File: src/rtl/hss_pkg.sv
// Shared types, constants and register codes of the heat stencil step block.
`default_nettype none

package hss_pkg;

	localparam int DATA_WIDTH       = 32;
	localparam int FRAC_BITS        = 24;
	localparam int GRID_SIZE_WIDTH  = 11;
	localparam int CFG_INDEX_WIDTH  = 2;
	localparam int MIN_GRID         = 3;
	localparam int MAX_GRID_DEFAULT = 1024;

	localparam int GRID_SIZE_RST = 1024;
	localparam logic signed [DATA_WIDTH-1:0] CENTRE_WEIGHT_RST    = 32'sd8388608;
	localparam logic signed [DATA_WIDTH-1:0] NEIGHBOUR_WEIGHT_RST = 32'sd2097152;
	localparam logic signed [DATA_WIDTH-1:0] TIME_STEP_RST        = 32'sd16777;

	typedef enum logic [CFG_INDEX_WIDTH-1:0] {
		REG_GRID_SIZE,
		REG_CENTRE_WEIGHT,
		REG_NEIGHBOUR_WEIGHT,
		REG_TIME_STEP
	} cfg_reg_t;

	typedef logic signed [DATA_WIDTH-1:0] data_t;

	typedef struct packed {
		data_t centre_weight;
		data_t neighbour_weight;
		data_t time_step;
	} weights_t;

	// Stencil window of one item: centre and neighbours of the point one row behind
	typedef struct packed {
		data_t centre;
		data_t left;
		data_t right;
		data_t up;
		data_t down;
		data_t source;
		logic  has_first;
		logic  has_second;
		logic  interior;
		logic  last_col;
	} window_t;

	// Up to two results of one item
	typedef struct packed {
		data_t first_value;
		data_t second_value;
		logic  has_first;
		logic  has_second;
		logic  last_col;
	} result_t;

endpackage

`default_nettype wire

File: src/rtl/hss_cfg.sv
// Configuration registers and effective grid size of the heat stencil step block.
`default_nettype none

module hss_cfg #(
	parameter int MAX_GRID = hss_pkg::MAX_GRID_DEFAULT
) (
	input  wire logic                                clk,
	input  wire logic                                arst_n,
	input  wire logic                                cfg_write,
	input  wire logic [hss_pkg::CFG_INDEX_WIDTH-1:0] cfg_index,
	input  wire logic [hss_pkg::DATA_WIDTH-1:0]      cfg_data,
	output hss_pkg::weights_t                        weights,
	output logic [$clog2(MAX_GRID)-1:0]              last_idx,
	output logic                                     restart
);
	import hss_pkg::*;

	localparam int AW  = $clog2(MAX_GRID);
	localparam int MW  = $clog2(MAX_GRID + 1);
	localparam int CW  = (MW > GRID_SIZE_WIDTH) ? MW : GRID_SIZE_WIDTH;
	localparam logic [AW-1:0] RST_LAST =
		AW'(((GRID_SIZE_RST > MAX_GRID) ? MAX_GRID : GRID_SIZE_RST) - 1);

	weights_t      weights_q;
	logic [AW-1:0] last_idx_q;
	logic [CW-1:0] size_ext;
	logic [AW-1:0] last_d;

	// Clamp the written size to the supported range and keep its last index
	always_comb begin
		size_ext = CW'(cfg_data[GRID_SIZE_WIDTH-1:0]);
		if (size_ext < CW'(MIN_GRID)) begin
			last_d = AW'(MIN_GRID - 1);
		end else if (size_ext > CW'(MAX_GRID)) begin
			last_d = AW'(MAX_GRID - 1);
		end else begin
			last_d = AW'(size_ext - CW'(1));
		end
	end

	always_ff @(posedge clk or negedge arst_n) begin
		if (!arst_n) begin
			weights_q.centre_weight    <= CENTRE_WEIGHT_RST;
			weights_q.neighbour_weight <= NEIGHBOUR_WEIGHT_RST;
			weights_q.time_step        <= TIME_STEP_RST;
			last_idx_q                 <= RST_LAST;
		end else if (cfg_write) begin
			case (cfg_reg_t'(cfg_index))
				REG_GRID_SIZE:        last_idx_q                 <= last_d;
				REG_CENTRE_WEIGHT:    weights_q.centre_weight    <= cfg_data;
				REG_NEIGHBOUR_WEIGHT: weights_q.neighbour_weight <= cfg_data;
				REG_TIME_STEP:        weights_q.time_step        <= cfg_data;
				default: ;
			endcase
		end
	end

	assign weights  = weights_q;
	assign last_idx = last_idx_q;
	assign restart  = cfg_write && (cfg_reg_t'(cfg_index) == REG_GRID_SIZE);

endmodule

`default_nettype wire

File: config.mk
export PLATFORM = sky130hd
export DESIGN_NAME = hss_cfg
export DESIGN_NICKNAME = d
export VERILOG_FILES = /design/src/rtl/hss_pkg.sv /design/src/rtl/hss_cfg.sv
export SDC_FILE = /design/constraint.sdc
export NUM_CORES = 1
export LEC_CHECK = 0
export ABC_AREA = 1
export BUFFER_PORTS_ARGS = -buffer_cell sky130_fd_sc_hd__buf_2
export CAP_MARGIN = 10
export CORE_MARGIN = 4
export CORE_UTILIZATION = 37
export DETAILED_ROUTE_END_ITERATION = 6
export REMOVE_ABC_BUFFERS = 1
export SLEW_MARGIN = 40
export SYNTH_ARGS = -nofsm -noshare
export SYNTH_HDL_FRONTEND = slang
export SYNTH_SLANG_ARGS = --single-unit
File: constraint.sdc
create_clock -name clk -period 0.9 [get_ports clk]
set_input_delay 0.045 -clock clk [delete_from_list [all_inputs] [get_ports clk]]
set_output_delay 0.045 -clock clk [all_outputs]
set_load 0.02 [all_outputs]
[Word-level counts from Yosys, hierarchy flattened]
Cells that the tools add are included.
Storage, ports and cells
  register bits after elaboration: 106
  output and inout bits: 107
Operators by class
  $add $sub $neg: 1
  reductions and logical operators: 6
  equality and inequality tests: 3
  magnitude comparators: 2
  muxes and demuxes: 2
Operator list (count)
  10-bit 2-to-1 mux: 2
  11-bit greater-than comparator, second input constant: 1
  11-bit by 2-bit < comparator with 1-bit output, second input constant: 1
  10-bit by 1-bit subtractor with 10-bit output, second input constant: 1
  2-bit AND reduction: 4
  2-bit == test, second input constant: 2
  2-bit by 1-bit == test with 1-bit output, second input constant: 1
  2-bit logical NOT: 1
  1-bit logical AND: 1

[Depth between registers and ports, before layout]
  word-level depth: 3
  mapped depth: 9

[Worst setup path before layout]
OpenSTA, ideal clock, no wires.
  path kind: input port to flip-flop
  start: input port cfg_data[0] (netlist bit)
  end: register last_idx_q[1] (netlist: last_idx[1])
  arrival: 0.913 ns
  stages on the path: 9
  path buffers: 0
  slack: -0.089 ns
  cells stage by stage: inv_1 > ha_1 > nand2_2 > nor2_2 > nand2_2 > nand2_4 > nand3_1 > nand2_1 > nand2_1
On the way
  word-level cells in the longest chain between the ends: 3
  elaborated cells between the ends (all ways): 5
Ends and longest elaborated chain
  start, declared: RTL line hss_cfg.sv:11  | input wire logic [hss_pkg::DATA_WIDTH-1:0] cfg_data,
  10-bit by 1-bit subtractor with 10-bit output or 11-bit greater-than comparator (tied branches): RTL line hss_cfg.sv:37, hss_cfg.sv:34
  10-bit 2-to-1 mux: RTL line hss_cfg.sv:34  | end else if (size_ext > CW'(MAX_GRID)) begin
  10-bit 2-to-1 mux *: RTL line hss_cfg.sv:32  | if (size_ext < CW'(MIN_GRID)) begin
  end signal, assigned: RTL line hss_cfg.sv:49  | REG_GRID_SIZE: last_idx_q <= last_d;
  end, declared: RTL line hss_cfg.sv:25  | logic [AW-1:0] last_idx_q;
Mark *: on every way between the ends. The rest lies on a longest branch, timed or not.
A chain may end at the register's enable or synchronous reset.

[Worst setup path after layout]
  start: register last_idx_q[7] (netlist: last_idx[7])
  end: output port last_idx[7]
RTL lines
  end, declared: RTL line hss_cfg.sv:13  | output logic [$clog2(MAX_GRID)-1:0] last_idx,
No word-level cell between the ends.

==> reports/results.ini <==
[outcome]
status=complete, but fails checks
violations=setup timing

[routing]
num_vias=3754
drcViolationCount=0
antenna_left=0
via_per_inst=4.62
wire_per_inst_microns=14.5
drtIter0Drc=248
drt_wl_total_microns=11800
firstDrtPassIters=6

[power_and_ir_drop]
p_total_mw=14.7
powerDensity_nw_per_um2=2180
ir_drop_mv=1.28
p_leak_nw=3.47

[timing]
relSlewSlack=0.808
fin_crit_ns=1.08
worst_slack_ns=-0.176
slew_viol_final=0
holdWs_ns=0.0113
rsz0062_at_grt=yes
setup_tns_ns=-3.94
clock_skew_ns=0
period_share=1.20
fmax_mhz=930
report.final.hold_viol_count=0
worst_pin_slew_ns=0.287
setup_violations=104

[setup_path]
startpoint_type=flop
critPathKind=reg2out
worstPathArrival_ns=1.03
critPathCaptureType=output pin
critPathRequiredTime_ns=0.85
slowest_delay_ns=0.57
crit_family=flip-flops
path_max_fanout=2
crit_buf_inv=1
crit_chain=buf_6
crit_slowest_cell=dfstp_2

[floorplan]
dieArea_sq_um=13000
io_pins=144
rows=38
die_w_microns=114
die_h_microns=114
coreArea_sq_um=10900
initial_utilization=0.380

[grt]
met3_usage=0.0472
grt_pass1_wl_microns=19300
use_met1=0.238
met2_usage=0.314
grt_pass1_vias=3841
antenna_found_initial=0
overflow=0
gr-max-usage-layer=met2
grt_usage=0.186
grt_max_degree=65

[run]
cap_viol_max_count=0

[logic_synthesis]
synth_top_area_cell=dfrtp_1
ys_top_cells_by_area=dfrtp_1, nand2_1, o21ai_0
synth_edf_count=0
avgSynthCellArea_sq_um=9.47
yosys_register_bits=106
async_flop_share=1.00
ys_types=20
syn_inst=439
synth_top_area_frac=0.536
netlist_area_sq_um=4160
synthFlopType=dfrtp_1
seq_area_frac_synth=0.643
ys_warn_count=0

[clocking]
cts_buffer_depth=2
cts_sinks=106
clk_latency_ns=0.33
cts_buffers=9
clk_pin_slew_ns=0.07
cts_tree=done
cts_root_buf=clkbuf_16
htreeDepth=3

[final_layout]
mostFrequentLayoutCells=nand2_1, buf_6, o21ai_0, dfrtp_1, buf_4
layout_commonest_cell=nand2_1
fillers=919
nNetsFinal=706
layout-drive-gt1-share=0.394
antenna_cells=0
area_delta_synth_final_pct=62.9
fin_cells=813

[placed_design]
gp_congestion=0.858
dp_cells=732
portBuffers=143
hpwl_microns=7620

[hold_path]
hp-class=in2reg

## final cells by class
class	count	area (sq um)	share of cell area
timing repair buffer	237	2210	0.327
multi-input combinational	278	1270	0.188
clock buffer	10	239	0.0353
clock inverter	6	65.1	0.00961
tap	140	175	0.0259
sequential	106	2670	0.395
inverter	36	135	0.0200
## per-stage QoR
stage,setup WS (ns),utilization,instance area (sq um)
floorplan,-0.203,-,4070
global placement,-0.218,0.481,5260
detailed placement,-0.281,0.481,5260
CTS,-0.176,0.602,6580
global route,-0.194,0.619,6770
finish,-0.176,0.619,6770
## state kept, by name, indices dropped and copies added (netlist names)
signal    cells
last_idx     10
weights      96
## logic make-up (layout without fill, tap and decap cells)
kind of cell | after synthesis | after routing | synth area share
AND/OR/NAND/NOR | 176 | 176 | 0.176
flip-flops | 106 | 106 | 0.643
AO/OA/AOI/OAI | 101 | 101 | 0.124
buffers and inverters | 55 | 289 | 0.0533
adder cells (fa/ha/maj) | 1 | 1 | 0.00301
## worst paths after layout
check                                   startpoint                 endpoint  slack (ns)  depth (start not counted)
hold / removal                        cfg_data[21]  weights[53]$_DFFE_PN1P_        0.01                          3
setup reg to reg           weights[93]$_DFFE_PN0P_  weights[93]$_DFFE_PN0P_        0.03                          4
max in group asynchronous                   arst_n  weights[87]$_DFFE_PN1P_        0.20                          3
hold reg to reg            last_idx[0]$_DFFE_PN1P_  last_idx[0]$_DFFE_PN1P_        0.48                          2
setup / recovery           last_idx[7]$_DFFE_PN1P_              last_idx[7]       -0.18                          1
min in group asynchronous                   arst_n  weights[10]$_DFFE_PN0P_        0.11                          2
## timing repair
| item | in CTS | in global routing |
|---|---|---|
| gates resized for setup | 213 | 2 |
| endpoints found under the hold margin | 123 | 0 |
| hold buffers | 20 | 0 |
| setup endpoints to repair | 107 | 110 |
| setup buffers | 20 | 25 |
## where the power goes
part / leakage, nW / switching (mW) / internal, mW
Combinational: 2.03 / 2.16 / 2.35
Sequential: 1.29 / 0.620 / 5.63
Clock: 0.149 / 1.75 / 2.24
## per-layer routing
layer / vias up / share of wire
li1: 1857 / -
met4: 0 / 0.012
met5: - / 0
met1: 1763 / 0.43
met3: 12 / 0.067
met2: 122 / 0.49
## cells in the mapped netlist, drive strengths merged, types with 2 or more instances
master,n
o21ai,99
inv,36
buf,10
dfstp,17
nand3,19
a21oi,2
nand2,143
nor2,11
clkbuf,9
dfrtp,89
Power figures use the tool's default switching activity.
